## config.mk

```make
export PLATFORM = sky130hd
export DESIGN_NAME = mcfe_queue
export DESIGN_NICKNAME = d
export VERILOG_FILES = /design/src/mcfe_pkg.sv /design/src/mcfe_queue.sv
export SDC_FILE = /design/constraint.sdc
export NUM_CORES = 1
export LEC_CHECK = 0
export ABC_AREA = 1
export BUFFER_PORTS_ARGS = -buffer_cell sky130_fd_sc_hd__buf_2
export CORE_MARGIN = 3
export CORE_UTILIZATION = 45
export CTS_CLUSTER_DIAMETER = 50
export DETAILED_ROUTE_END_ITERATION = 6
export PLACE_DENSITY_LB_ADDON = 0.12
export SLEW_MARGIN = 20
export SYNTH_ARGS = -nofsm -noshare
export SYNTH_HDL_FRONTEND = slang
export SYNTH_SLANG_ARGS = --single-unit
```

## constraint.sdc

```tcl
create_clock -name clk -period 5.3 [get_ports clk]
set_input_delay 0.53 -clock clk [delete_from_list [all_inputs] [get_ports clk]]
set_output_delay 0.53 -clock clk [all_outputs]
set_load 0.01 [all_outputs]
```

## src/mcfe_pkg.sv

```systemverilog
`timescale 1ns / 1ps
`default_nettype none
package mcfe_pkg;

  localparam int NumLanes  = 5;
  localparam int DivSteps  = 16;
  localparam int OffW      = 33;
  localparam int NumW      = 48;
  localparam int RangeW    = 31;
  localparam int IdW       = 11;
  localparam int CfgIdxW   = 3;
  localparam int QDepth    = 4;
  localparam int QIdxW     = 2;

  // Lane order inside the datapath
  localparam int LanePos = 0;
  localparam int LaneVel = 1;
  localparam int LaneKp  = 2;
  localparam int LaneKd  = 3;
  localparam int LaneTq  = 4;

  typedef enum logic [CfgIdxW-1:0] {
    RegMotorId    = 3'd0,
    RegModeOffset = 3'd1,
    RegPosRange   = 3'd2,
    RegVelRange   = 3'd3,
    RegTqRange    = 3'd4,
    RegKpLimit    = 3'd5,
    RegKdLimit    = 3'd6
  } cfg_reg_t;

  typedef struct packed {
    logic signed [31:0] target_position;
    logic signed [31:0] target_velocity;
    logic signed [31:0] stiffness_gain;
    logic signed [31:0] damping_gain;
    logic signed [31:0] feedforward_torque;
  } cmd_t;

  typedef struct packed {
    logic [10:0] frame_id;
    logic [7:0]  byte0;
    logic [7:0]  byte1;
    logic [7:0]  byte2;
    logic [7:0]  byte3;
    logic [7:0]  byte4;
    logic [7:0]  byte5;
    logic [7:0]  byte6;
    logic [7:0]  byte7;
  } frame_t;

  typedef struct packed {
    logic [IdW-1:0]    base_id;
    logic [IdW-1:0]    mode_id_offset;
    logic [RangeW-1:0] pos_limit;
    logic [RangeW-1:0] vel_limit;
    logic [RangeW-1:0] tq_limit;
    logic [RangeW-1:0] stiffness_limit;
    logic [RangeW-1:0] damping_limit;
  } cfg_t;

  // Offsets of the clamped values above their lower bound
  typedef logic [NumLanes-1:0][OffW-1:0] off_word_t;

  typedef struct packed {
    logic [31:0]         rem;
    logic [DivSteps-1:0] sh;
  } div_lane_t;

  typedef div_lane_t [NumLanes-1:0] div_row_t;

  // One restoring division step: shift in a numerator bit, subtract if it fits
  function automatic div_lane_t div_step(div_lane_t d, logic [31:0] span);
    logic [32:0] r2;
    logic [32:0] diff;
    div_lane_t   res;
    r2   = {d.rem, d.sh[DivSteps-1]};
    diff = r2 - {1'b0, span};
    if (r2 >= {1'b0, span}) begin
      res.rem = diff[31:0];
      res.sh  = {d.sh[DivSteps-2:0], 1'b1};
    end else begin
      res.rem = r2[31:0];
      res.sh  = {d.sh[DivSteps-2:0], 1'b0};
    end
    return res;
  endfunction

endpackage
`default_nettype wire

```

## src/mcfe_queue.sv

```systemverilog
`timescale 1ns / 1ps
`default_nettype none
module mcfe_queue (
  input  wire logic                clk,
  input  wire logic                rst,
  input  wire logic                push,
  input  wire mcfe_pkg::off_word_t push_word,
  input  wire logic                pop,
  output mcfe_pkg::off_word_t      head_word,
  output logic                     full,
  output logic                     empty
);

  mcfe_pkg::off_word_t            mem [mcfe_pkg::QDepth];
  logic [mcfe_pkg::QIdxW-1:0]     wr_ptr;
  logic [mcfe_pkg::QIdxW-1:0]     rd_ptr;
  logic [mcfe_pkg::QIdxW:0]       count;

  assign full      = (count == (mcfe_pkg::QIdxW+1)'(mcfe_pkg::QDepth));
  assign empty     = (count == '0);
  assign head_word = mem[rd_ptr];

  // Advance pointers and the fill count
  always_ff @(posedge clk) begin
    if (rst) begin
      wr_ptr <= '0;
      rd_ptr <= '0;
      count  <= '0;
    end else begin
      if (push) wr_ptr <= wr_ptr + 1'b1;
      if (pop)  rd_ptr <= rd_ptr + 1'b1;
      count <= count + {{mcfe_pkg::QIdxW{1'b0}}, push} - {{mcfe_pkg::QIdxW{1'b0}}, pop};
    end
  end

  always_ff @(posedge clk) begin
    if (push) begin
      mem[wr_ptr] <= push_word;
    end
  end

  a_no_overflow: assert property (@(posedge clk) disable iff (rst) !(push && full))
    else $error("queue written while full");
  a_no_underflow: assert property (@(posedge clk) disable iff (rst) !(pop && empty))
    else $error("queue read while empty");
  a_count_bound: assert property (@(posedge clk) disable iff (rst)
    count <= (mcfe_pkg::QIdxW+1)'(mcfe_pkg::QDepth))
    else $error("queue count beyond depth");
  a_count_step: assert property (@(posedge clk) disable iff (rst)
    (push && !pop) |=> (count == $past(count) + 1'b1))
    else $error("queue count did not follow a push");

endmodule
`default_nettype wire

```

==> metrics.yaml <==
setup_path:
  path_max_fanout: 156
  end_kind: "output port"
  rrSetupSlack_ps: 3030
  cp.required_ps: 4770
  crit_type: "reg2out"
  critPathLaunchType: "flop"
  critical_path_arrival_ps: 2800
finish:
  nNetsFinal: 2478
  drive_gt1_share_pct: 19.5
  syn_to_final_growth_pct: 17.7
  final_util_pct: 54.2
die:
  die-area_mm2: 0.0613
  core.rowCount: 87
  die_y_um: 248
  pin_count: 336
  die_w_um: 248
  core_mm2: 0.0570
  initial_core_util_pct: 46.0
clocking:
  clk_latency_ps: 600
  clkSlewWorstSetupHoldPaths_ps: 60
  cts_resized: 0
  cts-htree-levels: 3
  clock_sinks: 669
  cts_buffers: 75
  post-cts-setup-buffers: 0
  hold_buffers: 0
  cts_tree: "yes"
  cts_root_buf: "clkbuf_16"
  cts.path.max_buffers: 3
pwr:
  p_switching_w: 0.00274
  sw_frac_of_total_pct: 22.7
  clockPowerShare_pct: 40.7
  peakVddDrop_uv: 331
  intPower_w: 0.00935
  leakage_nw: 11.9
  p_seq_share_pct: 50.7
  powerDensity_mw_per_mm2: 391
  combPwrFrac_pct: 8.6
route:
  firstDrtPassIters: 4
  vias: 15327
  ant_nets: 0
  vias_per_cell: 4.90
  dr.first_iter.drc_count: 812
  routedWlPerCell_um: 17.4
  route.final.wire_length_um: 54300
  post-route-drc-count: 0
synth:
  synthesis.nets: 2157
  synth-async-reset-ratio_pct: 0
  synth.avg_cell_area_um2: 13.2
  synth_edf_count: 660
  synth_most_common_cell: "edfxtp_1"
  synth_top_cell_area_share_pct: 75.5
  synth_top_cells_by_count: "edfxtp_1, inv_1, nand2_1"
  yosysUniqueCellTypes: 18
  synth_mux_area_share_pct: 0
  ys_top_cells_by_area: "edfxtp_1, inv_1, nand2_1, o211ai_1, a21oi_1"
  yosysSeqAreaShare_pct: 76.2
  ys_warn_count: 0
  synth-compound-area-share_pct: 11.2
  synth_top_family_by_area: "compound AO/OA/AOI/OAI gates"
  yosys.area.top_type: "edfxtp_1"
  syn-cell-area_mm2: 0.0262
  synth_ff_type: "edfxtp_1"
  synth_xor_area_share_pct: 0
  synth-simple-area-share_pct: 4.93
  synth_cells: 1981
  synth_fa_ha_area_share_pct: 0.362
  ys_ff_latch: 669
hold_path:
  hp-class: "in2reg"
placed_design:
  port-buffer-count: 335
  routabilityCongestion: 0.746
  dpl.hpwl_um: 31400
timing:
  finClkSkew_ps: 13.2
  max_freq_ghz: 0.300
  tightest_slew_ps: 985
  hold_viol: 0
  rsz0062_at_grt: "no"
  period_needed_ps: 3330
  relSlewSlack_pct: 34.3
  whs_ps: 116
  fin_setup_tns_ps: 0
  final_max_slew_viol_count: 0
  setup_viol_count_final: 0
  period_share_pct: 62.8
global_routing:
  grt_pass1_vias: 14639
  grt-ovfl-total: 0
  grt_max_degree: 157
  antenna_found_initial: 20
  grt_pass1_wl_um: 82200
  track_usage_pct: 17.4
status:
  status: "complete, no violations"
run:
  drv_cap: 0
## metrics by stage
stage | instances | instance area (µm²) | setup WS (ps) | power (W)
after detailed placement | 2981 | 28500 | 2620 | 0.00731
after global placement | 2981 | 28500 | 2680 | 0.00728
final | 3126 | 30900 | 1970 | 0.0121
after floorplan | 1981 | 26200 | 1020 | 0.00686
after CTS | 3114 | 30900 | 1960 | 0.0123
after global routing | 3120 | 30900 | 1730 | 0.0126
## cell usage in the layout (no fill, tap or decap), types with 5 or more instances in the layout
cell type,count
ha_1,6
o21ai_1,105
edfxtp_1,660
o21ai_0,64
a21oi_1,171
bufinv_16,5
nand2_1,338
buf_4,11
inv_1,342
clkbuf_1,19
diode_2,12
buf_12,8
o211ai_1,165
clkinv_1,15
inv_6,8
dfxtp_1,7
clkbuf_16,77
buf_2,335
## registers in the layout, summed over array words and instances, names as in the netlist, named ones only
register	count
count	3
mem	660
rd_ptr	2
wr_ptr	2
## power groups by stage
stage	logic, W	clock network [W]	registers [W]
floorplan	0.000625	0	0.00624
global placement	0.00105	0	0.00623
detailed placement	0.00107	0	0.00624
CTS	0.00107	0.00505	0.00613
global route	0.00118	0.00526	0.00615
finish	0.00105	0.00492	0.00613
## critical path, stage by stage (launching register included)
cell and delay [ps]:
dfxtp_4 990, buf_12 480, a21oi_1 160, o21ai_1 110
nand2_1 100, buf_2 150
## layout make-up
type / instances / area (µm²)
multi-input cells: 856 / 4330
clock inverters: 34 / 309
well taps: 756 / 946
repair buffers: 354 / 1920
inverters: 346 / 1320
fillers: 4792 / 26100
diodes: 12 / 30.0
flip-flops and latches: 669 / 20000
clock buffers: 99 / 2040
## routing by layer
metal  global-route usage [%]  wire (µm)  up-vias
met1                     22.3      23200     7317
met5                        0        116        -
met3                     4.80       3430      114
li1                         -          -     7575
met4                     6.61       1550       20
met2                     28.5      26000      301
## path summary, 6_finish.rpt
path / startpoint / to / cells past startpoint
max: flop / head_word[103] / 5
max reg2reg: wr_ptr[0] / mem[2][140] / 5
min: rst / count[0] / 2
min reg2reg: rd_ptr[1] / flop / 2
## kinds of logic after synthesis
kind of cell / Yosys count
compound gates: 505
fa+ha+maj: 7
simple gates: 344
flops: 669
buf+inv: 456
No activity file was read; power rests on OpenSTA's default activity.
