===== config.mk =====
export PLATFORM = sky130hd
export DESIGN_NAME = mcfe_front
export DESIGN_NICKNAME = d
export VERILOG_FILES = /design/src/mcfe_pkg.sv /design/src/mcfe_front.sv
export SDC_FILE = /design/constraint.sdc
export NUM_CORES = 1
export LEC_CHECK = 0
export BUFFER_PORTS_ARGS = -buffer_cell sky130_fd_sc_hd__buf_4
export CELL_PAD_IN_SITES_DETAIL_PLACEMENT = 1
export CELL_PAD_IN_SITES_GLOBAL_PLACEMENT = 1
export CORE_ASPECT_RATIO = 1.5
export CORE_MARGIN = 2
export CORE_UTILIZATION = 44
export CTS_BUF_LIST = sky130_fd_sc_hd__clkbuf_4 sky130_fd_sc_hd__clkbuf_8 sky130_fd_sc_hd__clkbuf_16
export CTS_CLUSTER_DIAMETER = 30
export CTS_CLUSTER_SIZE = 20
export DETAILED_ROUTE_END_ITERATION = 12
export GPL_TIMING_DRIVEN = 1
export MAX_ROUTING_LAYER = met4
export PLACE_DENSITY_LB_ADDON = 0.25
export SYNTH_ARGS = -nofsm -noshare
export SYNTH_HDL_FRONTEND = slang
export SYNTH_SLANG_ARGS = --single-unit

===== constraint.sdc =====
create_clock -name clk -period 17.9 [get_ports clk]
set_input_delay 5.37 -clock clk [delete_from_list [all_inputs] [get_ports clk]]
set_output_delay 5.37 -clock clk [all_outputs]
set_load 0.05 [all_outputs]

===== src/mcfe_pkg.sv =====
`timescale 1ns / 1ps
`default_nettype none
package mcfe_pkg;

  localparam int NumLanes  = 5;
  localparam int DivSteps  = 16;
  localparam int OffW      = 33;
  localparam int NumW      = 48;
  localparam int RangeW    = 31;
  localparam int IdW       = 11;
  localparam int CfgIdxW   = 3;
  localparam int QDepth    = 4;
  localparam int QIdxW     = 2;

  // Lane order inside the datapath
  localparam int LanePos = 0;
  localparam int LaneVel = 1;
  localparam int LaneKp  = 2;
  localparam int LaneKd  = 3;
  localparam int LaneTq  = 4;

  typedef enum logic [CfgIdxW-1:0] {
    RegMotorId    = 3'd0,
    RegModeOffset = 3'd1,
    RegPosRange   = 3'd2,
    RegVelRange   = 3'd3,
    RegTqRange    = 3'd4,
    RegKpLimit    = 3'd5,
    RegKdLimit    = 3'd6
  } cfg_reg_t;

  typedef struct packed {
    logic signed [31:0] target_position;
    logic signed [31:0] target_velocity;
    logic signed [31:0] stiffness_gain;
    logic signed [31:0] damping_gain;
    logic signed [31:0] feedforward_torque;
  } cmd_t;

  typedef struct packed {
    logic [10:0] frame_id;
    logic [7:0]  byte0;
    logic [7:0]  byte1;
    logic [7:0]  byte2;
    logic [7:0]  byte3;
    logic [7:0]  byte4;
    logic [7:0]  byte5;
    logic [7:0]  byte6;
    logic [7:0]  byte7;
  } frame_t;

  typedef struct packed {
    logic [IdW-1:0]    base_id;
    logic [IdW-1:0]    mode_id_offset;
    logic [RangeW-1:0] pos_limit;
    logic [RangeW-1:0] vel_limit;
    logic [RangeW-1:0] tq_limit;
    logic [RangeW-1:0] stiffness_limit;
    logic [RangeW-1:0] damping_limit;
  } cfg_t;

  // Offsets of the clamped values above their lower bound
  typedef logic [NumLanes-1:0][OffW-1:0] off_word_t;

  typedef struct packed {
    logic [31:0]         rem;
    logic [DivSteps-1:0] sh;
  } div_lane_t;

  typedef div_lane_t [NumLanes-1:0] div_row_t;

  // One restoring division step: shift in a numerator bit, subtract if it fits
  function automatic div_lane_t div_step(div_lane_t d, logic [31:0] span);
    logic [32:0] r2;
    logic [32:0] diff;
    div_lane_t   res;
    r2   = {d.rem, d.sh[DivSteps-1]};
    diff = r2 - {1'b0, span};
    if (r2 >= {1'b0, span}) begin
      res.rem = diff[31:0];
      res.sh  = {d.sh[DivSteps-2:0], 1'b1};
    end else begin
      res.rem = r2[31:0];
      res.sh  = {d.sh[DivSteps-2:0], 1'b0};
    end
    return res;
  endfunction

endpackage
`default_nettype wire


===== src/mcfe_front.sv =====
`timescale 1ns / 1ps
`default_nettype none
module mcfe_front (
  input  wire logic               clk,
  input  wire logic               rst,
  input  wire logic               in_valid,
  output logic                    in_stall,
  input  wire mcfe_pkg::cmd_t     in_data,
  input  wire mcfe_pkg::cfg_t     cfg,
  input  wire logic               q_full,
  output logic                    q_push,
  output mcfe_pkg::off_word_t     q_word
);

  logic                 front_valid;
  logic                 take;
  mcfe_pkg::off_word_t  off_next;
  mcfe_pkg::off_word_t  off_reg;

  // Clamp to [-r, r] and offset by r
  function automatic logic [mcfe_pkg::OffW-1:0] sym_off(logic signed [31:0] x,
                                                       logic [mcfe_pkg::RangeW-1:0] r);
    logic signed [32:0] sx;
    logic signed [32:0] rr;
    logic signed [32:0] c;
    sx = {x[31], x};
    rr = {2'b00, r};
    if (sx > rr) c = rr;
    else if (sx < -rr) c = -rr;
    else c = sx;
    return c + rr;
  endfunction

  // Clamp to [0, l]
  function automatic logic [mcfe_pkg::OffW-1:0] gain_off(logic signed [31:0] x,
                                                        logic [mcfe_pkg::RangeW-1:0] l);
    logic [mcfe_pkg::OffW-1:0] res;
    if (x[31]) res = '0;
    else if (x[30:0] > l) res = {2'b00, l};
    else res = {2'b00, x[30:0]};
    return res;
  endfunction

  always_comb begin
    off_next[mcfe_pkg::LanePos] = sym_off(in_data.target_position, cfg.pos_limit);
    off_next[mcfe_pkg::LaneVel] = sym_off(in_data.target_velocity, cfg.vel_limit);
    off_next[mcfe_pkg::LaneKp]  = gain_off(in_data.stiffness_gain, cfg.stiffness_limit);
    off_next[mcfe_pkg::LaneKd]  = gain_off(in_data.damping_gain, cfg.damping_limit);
    off_next[mcfe_pkg::LaneTq]  = sym_off(in_data.feedforward_torque, cfg.tq_limit);
  end

  // Hold the word while the queue is full
  assign in_stall = front_valid & q_full;
  assign take     = in_valid & ~in_stall;
  assign q_push   = front_valid & ~q_full;
  assign q_word   = off_reg;

  always_ff @(posedge clk) begin
    if (rst) begin
      front_valid <= 1'b0;
    end else begin
      front_valid <= take | (front_valid & q_full);
    end
  end

  always_ff @(posedge clk) begin
    if (take) begin
      off_reg <= off_next;
    end
  end

endmodule
`default_nettype wire


==> impl_metrics.py, run 1 <==
metrics = {
    "clock_network": {
        "clkTransAtPathRegs_ns": 0.07,
        "h-tree-depth": 4,
        "cts_sinks": 162,
        "cts_tree": "built",
        "clk_latency_ns": 0.48,
        "root_buffer": "clkbuf_16",
        "postCtsSetupBuffers": 0,
        "cts.path.max_buffers": 2,
        "postCtsHoldBufs": 0,
        "ctsResizeCount": 0,
        "numCtsBuffers": 17,
    },
    "sta": {
        "skew_ns": 0.009057,
        "finalHoldViolCount": 0,
        "timing.final.crit_period_ns": 14.85,
        "fmax_mhz": 67.32,
        "tightest_slew_ns": 1.214,
        "tns_ns": 0,
        "rsz0062_at_grt": "false",
        "hold-worst-slack_ns": 0.7238,
        "worst_slack_ns": 3.046,
        "period_share_pct": 82.98,
        "drv_slew": 0,
        "relSlewSlack_pct": 16.95,
        "final-setup-viol-count": 0,
    },
    "finish": {
        "nFillCells": 5603,
        "fin_nets": 3539,
        "final_cell_mix": "buf_4, ha_1, nor2_1",
        "area_growth_pct": 23.81,
        "drive_gt1_share_pct": 19.86,
        "final_area_um2": 25200,
        "utilization_pct": 55.07,
        "final_common_cell": "buf_4",
    },
    "grt": {
        "grt_max_degree": 145,
        "grt.total_usage_pct": 31.39,
        "antenna_found_initial": 12,
        "grt.overflow.total": 0,
        "grt_pass1_wl_um": 116600,
        "grt_pass1_vias": 21836,
    },
    "logic_synthesis": {
        "synth_xor_area_share_pct": 6.756,
        "ys_warn_count": 0,
        "yosys-top-cells-area": "edfxtp_1, ha_1, xnor2_1",
        "synth_top_area_share_pct": 23.75,
        "synth-edff-count": 161,
        "synthMuxAreaShare_pct": 5.538,
        "synthDistinctLibCells": 82,
        "syn_inst": 2401,
        "syn_area_um2": 20350,
        "synth.avg_cell_area_um2": 8.478,
        "synthArstFlopShare_pct": 0,
        "synth-simple-area-share_pct": 16.17,
        "yosysTopAreaCell": "edfxtp_1",
        "synth_top_family_by_area": "adder cells",
        "ys_ff_latch": 162,
        "ys.flop_type": "edfxtp_1",
        "synthAdderAreaFrac_pct": 21.63,
        "synth_compound_area_share_pct": 20.59,
        "ys_seq_area_share_pct": 23.85,
    },
    "setup_path": {
        "crit_top_cell": "ha_1",
        "setup.worst_path.end_class": "flip-flop",
        "worstPathBufferInverterCount": 4,
        "cpLargestDelayFamily": "simple AND/OR/NAND/NOR gates",
        "setup.worst_path.class": "in -> reg",
        "cp_max_fo": 29,
        "cp-start-kind": "primary input",
        "rrSetupSlack_ns": 15.67,
        "cp.arrival_ns": 15.07,
        "critPathSlowestCell": "o31ai_1",
        "cp.required_ns": 18.12,
        "cp_slowest_stage_delay_ns": 0.65,
    },
    "power_and_ir_drop": {
        "ir_drop_mv": 0.06561,
        "p_per_area_nw_per_um2": 76.78,
        "p_leak_nw": 11.99,
    },
    "die": {
        "row_count": 96,
        "fp.dieH_um": 267.4,
        "start_util_pct": 44.48,
        "die_w_um": 179.6,
        "core_area_um2": 45760,
        "die_area_um2": 48030,
        "io_pins": 508,
    },
    "drt": {
        "wl_met1_um": 27470,
        "viasPerCell": 5.850,
        "drc": 0,
        "vias": 20240,
        "post_drt_wl_per_cell_um": 21.56,
        "wl_met3_um": 3881,
        "firstDrtPassIters": 4,
        "met2_wirelength_um": 39530,
        "drtAntennaViolNets": 0,
        "detail_route.wirelength_um": 74610,
        "drt_iter0_drc": 653,
        "maxUsedRoutingLayer": "met4",
    },
    "min_path": {
        "hold_class": "reg -> reg",
    },
    "place": {
        "pre_cts_ws_ns": 2.640,
        "place_area_um2": 24610,
        "gp_congestion": 0.9309,
        "post-dp-hpwl_um": 61980,
        "port_buffers": 481,
    },
    "job": {
        "cap_violations": 0,
    },
    "status": {
        "status": "completed",
    },
}
## synthesized netlist by cell type, types with 55 or more instances
cell type / instances
xnor2_1: 123
o21ai_0: 122
nor2_1: 221
a21oi_1: 207
inv_1: 215
nand2_1: 144
ha_1: 347
edfxtp_1: 161
nand4_1: 55
clkbuf_1: 56
mux2i_1: 98
a21o_1: 97
## state kept, by name, indices dropped and copies added, names as in the netlist
| register | cells |
|---|---|
| front_valid | 1 |
| q_word | 161 |
## kinds of logic after synthesis
kind of cell	Yosys count
buffers and inverters	285
flip-flops	162
AO/OA/AOI/OAI	663
adder cells (fa/ha/maj)	350
other	1
AND/OR/NAND/NOR	672
multiplexers	111
XOR/XNOR	157
## worst register-to-register path, cell delays in order (launching register included)
cell	delay (ns)
dfxtp_1	0.31
and2_1	0.18
nor2b_4	0.52
buf_12	0.67
## where the power goes
part	internal, mW	leakage [nW]	total, mW	switching, mW
registers	0.507	1.58	0.528	0.0211
logic	0.382	10.1	1.03	0.650
clock network	0.184	0.264	0.374	0.191
## final cells by class
class / instances / area [um2] / share of cell area [%]
multi-input cells: 1957 / 14490 / 57.51
flip-flops and latches: 162 / 4855 / 19.26
repair buffers: 494 / 3721 / 14.77
inverters: 216 / 810.8 / 3.217
well taps: 588 / 735.7 / 2.919
clock buffers: 18 / 432.9 / 1.718
clock inverters: 13 / 122.6 / 0.4866
diodes: 12 / 30.03 / 0.1192
## metal layers
metal  GRT usage [%]  vias to the layer above
met5               -                        -
met4           15.75                        0
met3           6.609                      174
met2           57.91                      482
met1           31.16                     9853
li1                -                     9731
## per-stage QoR
stage / power (mW) / cells
floorplan: 1.229 / 2404
global placement: 1.526 / 3417
detailed placement: 1.561 / 3417
CTS: 1.944 / 3448
global route: 2.047 / 3460
finish: 1.935 / 3460
## worst paths after layout
path / startpoint / end / depth (start not counted)
max: cfg[125] / q_word[30]$_DFFE_PP_ / 34
min: front_valid$_SDFF_PP0_ / front_valid$_SDFF_PP0_ / 3
max reg2reg: front_valid$_SDFF_PP0_ / q_word[36]$_DFFE_PP_ / 3
min reg2reg: front_valid$_SDFF_PP0_ / front_valid$_SDFF_PP0_ / 3
Note: power is estimated with default switching activity, not from simulation.
==> inputs of run 2 (changes only) <==
--- a/config.mk
+++ b/config.mk
@@ -10,7 +10,7 @@
 export CELL_PAD_IN_SITES_GLOBAL_PLACEMENT = 1
 export CORE_ASPECT_RATIO = 1.5
 export CORE_MARGIN = 2
-export CORE_UTILIZATION = 44
+export CORE_UTILIZATION = 41
 export CTS_BUF_LIST = sky130_fd_sc_hd__clkbuf_4 sky130_fd_sc_hd__clkbuf_8 sky130_fd_sc_hd__clkbuf_16
 export CTS_CLUSTER_DIAMETER = 30
 export CTS_CLUSTER_SIZE = 20
==> constraint.sdc (replaced) <==
create_clock -name clk -period 14.2 [get_ports clk]
set_input_delay 4.26 -clock clk [delete_from_list [all_inputs] [get_ports clk]]
set_output_delay 4.26 -clock clk [all_outputs]
set_load 0.05 [all_outputs]
==> run 2 against run 1 <==
Net effect:
- clock skew increased by 0.0023 ns
- cell area increased by 0.72%
- die area increased by 7.2%
- sequential power increased by 26%
- worst hold slack got worse by 0.047 ns
- critical endpoint is now q_word[32]$_DFFE_PP_
- setup slack got worse by 2.1 ns
- register-to-register slack got worse by 3.4 ns
==> impl_metrics.py, run 2 (synthesis results as in run 1) <==
metrics = {
    "drt": {
        "drtAntennaViolNets": 0,
        "firstDrtPassIters": 7,
        "post_drt_wl_per_cell_um": 21.01,
        "drt_iter0_drc": 621,
        "vias": 20309,
        "detail_route.wirelength_um": 74310,
        "viasPerCell": 5.743,
        "drc": 0,
    },
    "finish": {
        "final_cell_mix": "buf_4, ha_1, nor2_1",
        "final_common_cell": "buf_4",
        "drive_gt1_share_pct": 19.95,
        "final_cells": 3536,
        "largest_register_ffs": 161,
        "area_growth_pct": 24.69,
        "final_area_um2": 25380,
        "fin_nets": 3540,
    },
    "sta": {
        "timing.final.crit_period_ns": 13.25,
        "relSlewSlack_pct": 26.67,
        "worst_slack_ns": 0.9504,
        "tns_ns": 0,
        "period_share_pct": 93.31,
        "tightest_slew_ns": 1.100,
        "finalHoldViolCount": 0,
        "drv_slew": 0,
        "final-setup-viol-count": 0,
        "fmax_mhz": 75.47,
        "skew_ns": 0.01137,
        "hold-worst-slack_ns": 0.6769,
        "rsz0062_at_grt": "false",
    },
    "die": {
        "start_util_pct": 41.29,
        "core_area_um2": 49300,
        "die_area_um2": 51480,
        "io_pins": 508,
        "fp.dieH_um": 276.9,
        "die_w_um": 185.9,
        "row_count": 100,
    },
    "min_path": {
        "hold_start": "front_valid$_SDFF_PP0_",
        "hold_class": "reg -> reg",
    },
    "power_and_ir_drop": {
        "ir_drop_mv": 0.08622,
        "p_per_area_nw_per_um2": 97.84,
        "p_leak_nw": 12.04,
    },
    "clock_network": {
        "ctsResizeCount": 0,
        "postCtsHoldBufs": 0,
        "root_buffer": "clkbuf_16",
        "postCtsSetupBuffers": 0,
        "h-tree-depth": 4,
        "clk_latency_ns": 0.47,
        "cts.path.max_buffers": 2,
        "clkTransAtPathRegs_ns": 0.08,
        "numCtsBuffers": 17,
        "cts_tree": "built",
        "cts_sinks": 162,
    },
    "place": {
        "dp.cells": 3493,
        "place_area_um2": 24740,
        "pre_cts_ws_ns": 0.6031,
        "post-dp-hpwl_um": 61770,
        "gp_congestion": 0.9323,
        "port_buffers": 481,
    },
    "setup_path": {
        "worstSetupStartpoint": "cfg[125]",
        "worstPathBufferInverterCount": 4,
        "cp_slowest_stage_delay_ns": 0.65,
        "rr_startpoint": "front_valid$_SDFF_PP0_",
        "cp.arrival_ns": 13.48,
        "cpLargestDelayFamily": "simple AND/OR/NAND/NOR gates",
        "cp_max_fo": 26,
        "cp.required_ns": 14.43,
        "cp-start-kind": "primary input",
        "setup.worst_path.end_class": "flip-flop",
        "critPathSlowestCell": "or4_1",
        "setup.worst_path.class": "in -> reg",
    },
    "grt": {
        "grt.total_usage_pct": 29.06,
        "grt_pass1_wl_um": 114400,
        "grt.overflow.total": 0,
        "grt_pass1_vias": 21749,
        "grt_max_degree": 162,
        "antenna_found_initial": 11,
    },
    "status": {
        "status": "completed",
    },
    "job": {
        "cap_violations": 0,
    },
}
## run 2: cell types whose count changed in the layout (fill, tap and decap cells not counted), sizes merged
cell      before  now
bufinv         0    1
clkbuf        18   17
diode         12   11
clkinv         4    7
clkinvlp       3    1
buf          494  495
## run 2: metrics by stage
stage | power, mW | utilization [%]
after floorplan | 1.549 | -
after global placement | 1.926 | 50.18
after detailed placement | 1.973 | 50.18
after CTS | 2.498 | 51.43
after global routing | 2.622 | 51.48
final | 2.483 | 51.48
## run 2: final timing paths
check | endpoint | slack [ns] | cells past startpoint
hold / removal | front_valid$_SDFF_PP0_ | 0.68 | 3
hold reg to reg | front_valid$_SDFF_PP0_ | 0.68 | 3
setup / recovery | q_word[32]$_DFFE_PP_ | 0.95 | 33
setup reg to reg | q_word[47]$_DFFE_PP_ | 12.27 | 3
## run 2: power breakdown
group / total (mW) / internal [mW] / switching (mW)
Combinational: 1.30 / 0.484 / 0.821
Clock: 0.513 / 0.254 / 0.259
Sequential: 0.665 / 0.639 / 0.0258
Total: 2.48 / 1.38 / 1.11
## run 2: final cells by class
type | count | area [um2]
repair buffers | 495 | 3729
clock buffers | 17 | 425.4
fillers | 6044 | 23920
inverters | 216 | 810.8
diodes | 11 | 27.53
clock inverters | 15 | 192.7
flip-flops and latches | 162 | 4855
well taps | 663 | 829.5
multi-input cells | 1957 | 14510
## run 2: metal layers
metal	GRT usage (%)	vias up	part of all wire, %
met3	6.115	189	5.4
li1	-	9725	-
met2	52.85	537	53
met5	-	-	0
met1	28.42	9858	37
met4	15.47	0	5.2
## run 2: worst min-delay path, delay by kind of cell (launching register included)
kind | cells | cell delay [ns]
DFF | 1 | 0.31
and+or+nand+nor | 3 | 0.33
==> inputs of run 3 (changes only) <==
==> config.mk (replaced) <==
export PLATFORM = sky130hd
export DESIGN_NAME = mcfe_front
export DESIGN_NICKNAME = d
export VERILOG_FILES = /design/src/mcfe_pkg.sv /design/src/mcfe_front.sv
export SDC_FILE = /design/constraint.sdc
export NUM_CORES = 1
export LEC_CHECK = 0
export BUFFER_PORTS_ARGS = -buffer_cell sky130_fd_sc_hd__buf_4
export CORE_AREA = 2 2 200 202
export CTS_BUF_LIST = sky130_fd_sc_hd__clkbuf_4 sky130_fd_sc_hd__clkbuf_8 sky130_fd_sc_hd__clkbuf_16
export CTS_CLUSTER_DIAMETER = 30
export CTS_CLUSTER_SIZE = 20
export DETAILED_ROUTE_END_ITERATION = 12
export DIE_AREA = 0 0 202 204
export GPL_TIMING_DRIVEN = 1
export MAX_ROUTING_LAYER = met4
export PLACE_DENSITY_LB_ADDON = 0.25
export SLEW_MARGIN = 15
export SYNTH_ARGS = -nofsm -noshare
export SYNTH_HDL_FRONTEND = slang
export SYNTH_SLANG_ARGS = --single-unit
==> run 3 against run 2 <==
Net effect:
- sequential power is essentially flat
- total power shrank 2.7%
- clock-buffer cell count grew 1
- flip-flop and latch count is the same
- combinational power is essentially flat
- die area shrank 20%
- final cell count shrank 4.2%
- clock skew shrank 0.0013 ns
- core utilization grew 13 points
- largest cell class unchanged
- highest routed layer unchanged
==> impl_metrics.py, run 3 (synthesis results as in run 1) <==
metrics = {
    "clock_network": {
        "clkTransAtPathRegs_ns": 0.07,
        "ctsResizeCount": 0,
        "postCtsHoldBufs": 0,
        "cts_sinks": 162,
        "clk_latency_ns": 0.47,
        "postCtsSetupBuffers": 0,
        "numCtsBuffers": 17,
        "cts_tree": "built",
        "h-tree-depth": 4,
        "cts.path.max_buffers": 2,
        "root_buffer": "clkbuf_16",
    },
    "finish": {
        "final_cells": 3388,
        "drive_gt1_share_pct": 19.86,
        "largest_register_ffs": 161,
        "area_growth_pct": 23.45,
        "fin_nets": 3538,
        "final_common_cell": "buf_4",
        "final_cell_mix": "buf_4, ha_1, nor2_1",
        "nFillCells": 3308,
        "utilization_pct": 64.13,
    },
    "setup_path": {
        "worstSetupEndpoint": "q_word[32]$_DFFE_PP_",
        "cp_slowest_stage_delay_ns": 0.64,
        "cp.arrival_ns": 13.18,
        "cp_max_fo": 24,
        "reg2regPathDepth": 3,
        "worstSetupStartpoint": "cfg[125]",
        "rr_startpoint": "front_valid$_SDFF_PP0_",
        "rrSetupSlack_ns": 11.97,
        "critPathSlowestCell": "or4_1",
        "setup.worst_path.class": "in -> reg",
        "cp.required_ns": 14.41,
        "cp-start-kind": "primary input",
        "setup.worst_path.end_class": "flip-flop",
        "reg2reg_to": "q_word[114]$_SDFFCE_PP0P_",
    },
    "sta": {
        "timing.final.crit_period_ns": 12.97,
        "worst_slack_ns": 1.227,
        "rsz0062_at_grt": "false",
        "drv_slew": 0,
        "final-setup-viol-count": 0,
        "finalHoldViolCount": 0,
        "tightest_slew_ns": 1.079,
        "skew_ns": 0.01006,
        "tns_ns": 0,
        "relSlewSlack_pct": 27.26,
        "hold-worst-slack_ns": 0.7951,
        "fmax_mhz": 77.09,
        "period_share_pct": 91.36,
    },
    "die": {
        "io_pins": 508,
        "core_area_um2": 39180,
        "die_w_um": 202,
        "fp.dieH_um": 204,
        "die_area_um2": 41210,
        "start_util_pct": 51.95,
        "row_count": 73,
    },
    "place": {
        "port_buffers": 481,
        "post-dp-hpwl_um": 52190,
        "pre_cts_ws_ns": 0.8735,
        "dp.cells": 3353,
        "gp_congestion": 0.9743,
    },
    "drt": {
        "drc": 0,
        "detail_route.wirelength_um": 63760,
        "firstDrtPassIters": 6,
        "drt_iter0_drc": 1004,
        "viasPerCell": 5.814,
        "wl_met3_um": 4897,
        "post_drt_wl_per_cell_um": 18.82,
        "maxUsedRoutingLayer": "met4",
        "wl_met1_um": 26230,
        "vias": 19698,
        "met2_wirelength_um": 30540,
        "drtAntennaViolNets": 0,
    },
    "grt": {
        "grt_pass1_vias": 19009,
        "antenna_found_initial": 2,
        "grt_max_degree": 148,
        "grt_pass1_wl_um": 99690,
        "grt.overflow.total": 0,
        "grt.total_usage_pct": 31.33,
    },
    "power_and_ir_drop": {
        "p_per_area_nw_per_um2": 96.12,
        "p_leak_nw": 12.01,
        "ir_drop_mv": 0.09395,
    },
    "min_path": {
        "hold_class": "reg -> reg",
    },
    "job": {
        "cap_violations": 0,
    },
    "status": {
        "status": "completed",
    },
}
[run 3: cell types whose count changed in the layout (fill, tap and decap cells not counted), sizes merged]
cell    change
buf         -2
clkbuf      +1
clkinv      +1
diode       -8
inv         -2
[run 3: layout make-up]
type                    instances  area [um2]  share of cell area [%]
clock inverters                14       151.4                  0.6025
diodes                          3       7.507                 0.02988
inverters                     216       810.8                   3.227
clock buffers                  18       432.9                   1.723
multi-input cells            1957       14500                   57.71
repair buffers                493        3714                   14.78
well taps                     525       656.9                   2.614
flip-flops and latches        162        4855                   19.32
[run 3: worst min path at each step]
stage                                 startpoint                     end  slack [ns]  depth (start not counted)
after floorplan           front_valid$_SDFF_PP0_  front_valid$_SDFF_PP0_        0.83                          3
after global routing      front_valid$_SDFF_PP0_  front_valid$_SDFF_PP0_        0.81                          3
after CTS                 front_valid$_SDFF_PP0_  front_valid$_SDFF_PP0_        0.80                          3
after detailed placement  front_valid$_SDFF_PP0_  front_valid$_SDFF_PP0_        0.78                          3
final                     front_valid$_SDFF_PP0_  front_valid$_SDFF_PP0_        0.80                          3
after global placement    front_valid$_SDFF_PP0_  front_valid$_SDFF_PP0_        0.78                          3
[run 3: worst max-delay path, delay by kind of cell]
family,cells,cell delay [ns]
buffers and inverters,3,0.32
adder cells (fa/ha/maj),4,1.22
AO/OA/AOI/OAI,11,3.01
XOR/XNOR,3,0.83
AND/OR/NAND/NOR,11,3.55
[run 3: where the power goes]
part	switching (mW)	leakage, nW	internal [mW]
logic	0.792	10.1	0.479
clock network	0.234	0.284	0.249
registers	0.0235	1.58	0.639
[run 3: routing by layer]
layer  vias to the layer above  global-route usage (%)
met1                      9163                   37.29
met4                         0                   11.34
met5                         -                       -
li1                       9730                       -
met3                       101                   6.059
met2                       704                   52.82
[run 3: per-stage QoR]
stage                     area, um2  power (mW)
after detailed placement      24530       1.927
final                         25130       2.415
after CTS                     25110       2.416
after global placement        24530       1.901
after floorplan               20370       1.549
after global routing          25130       2.549
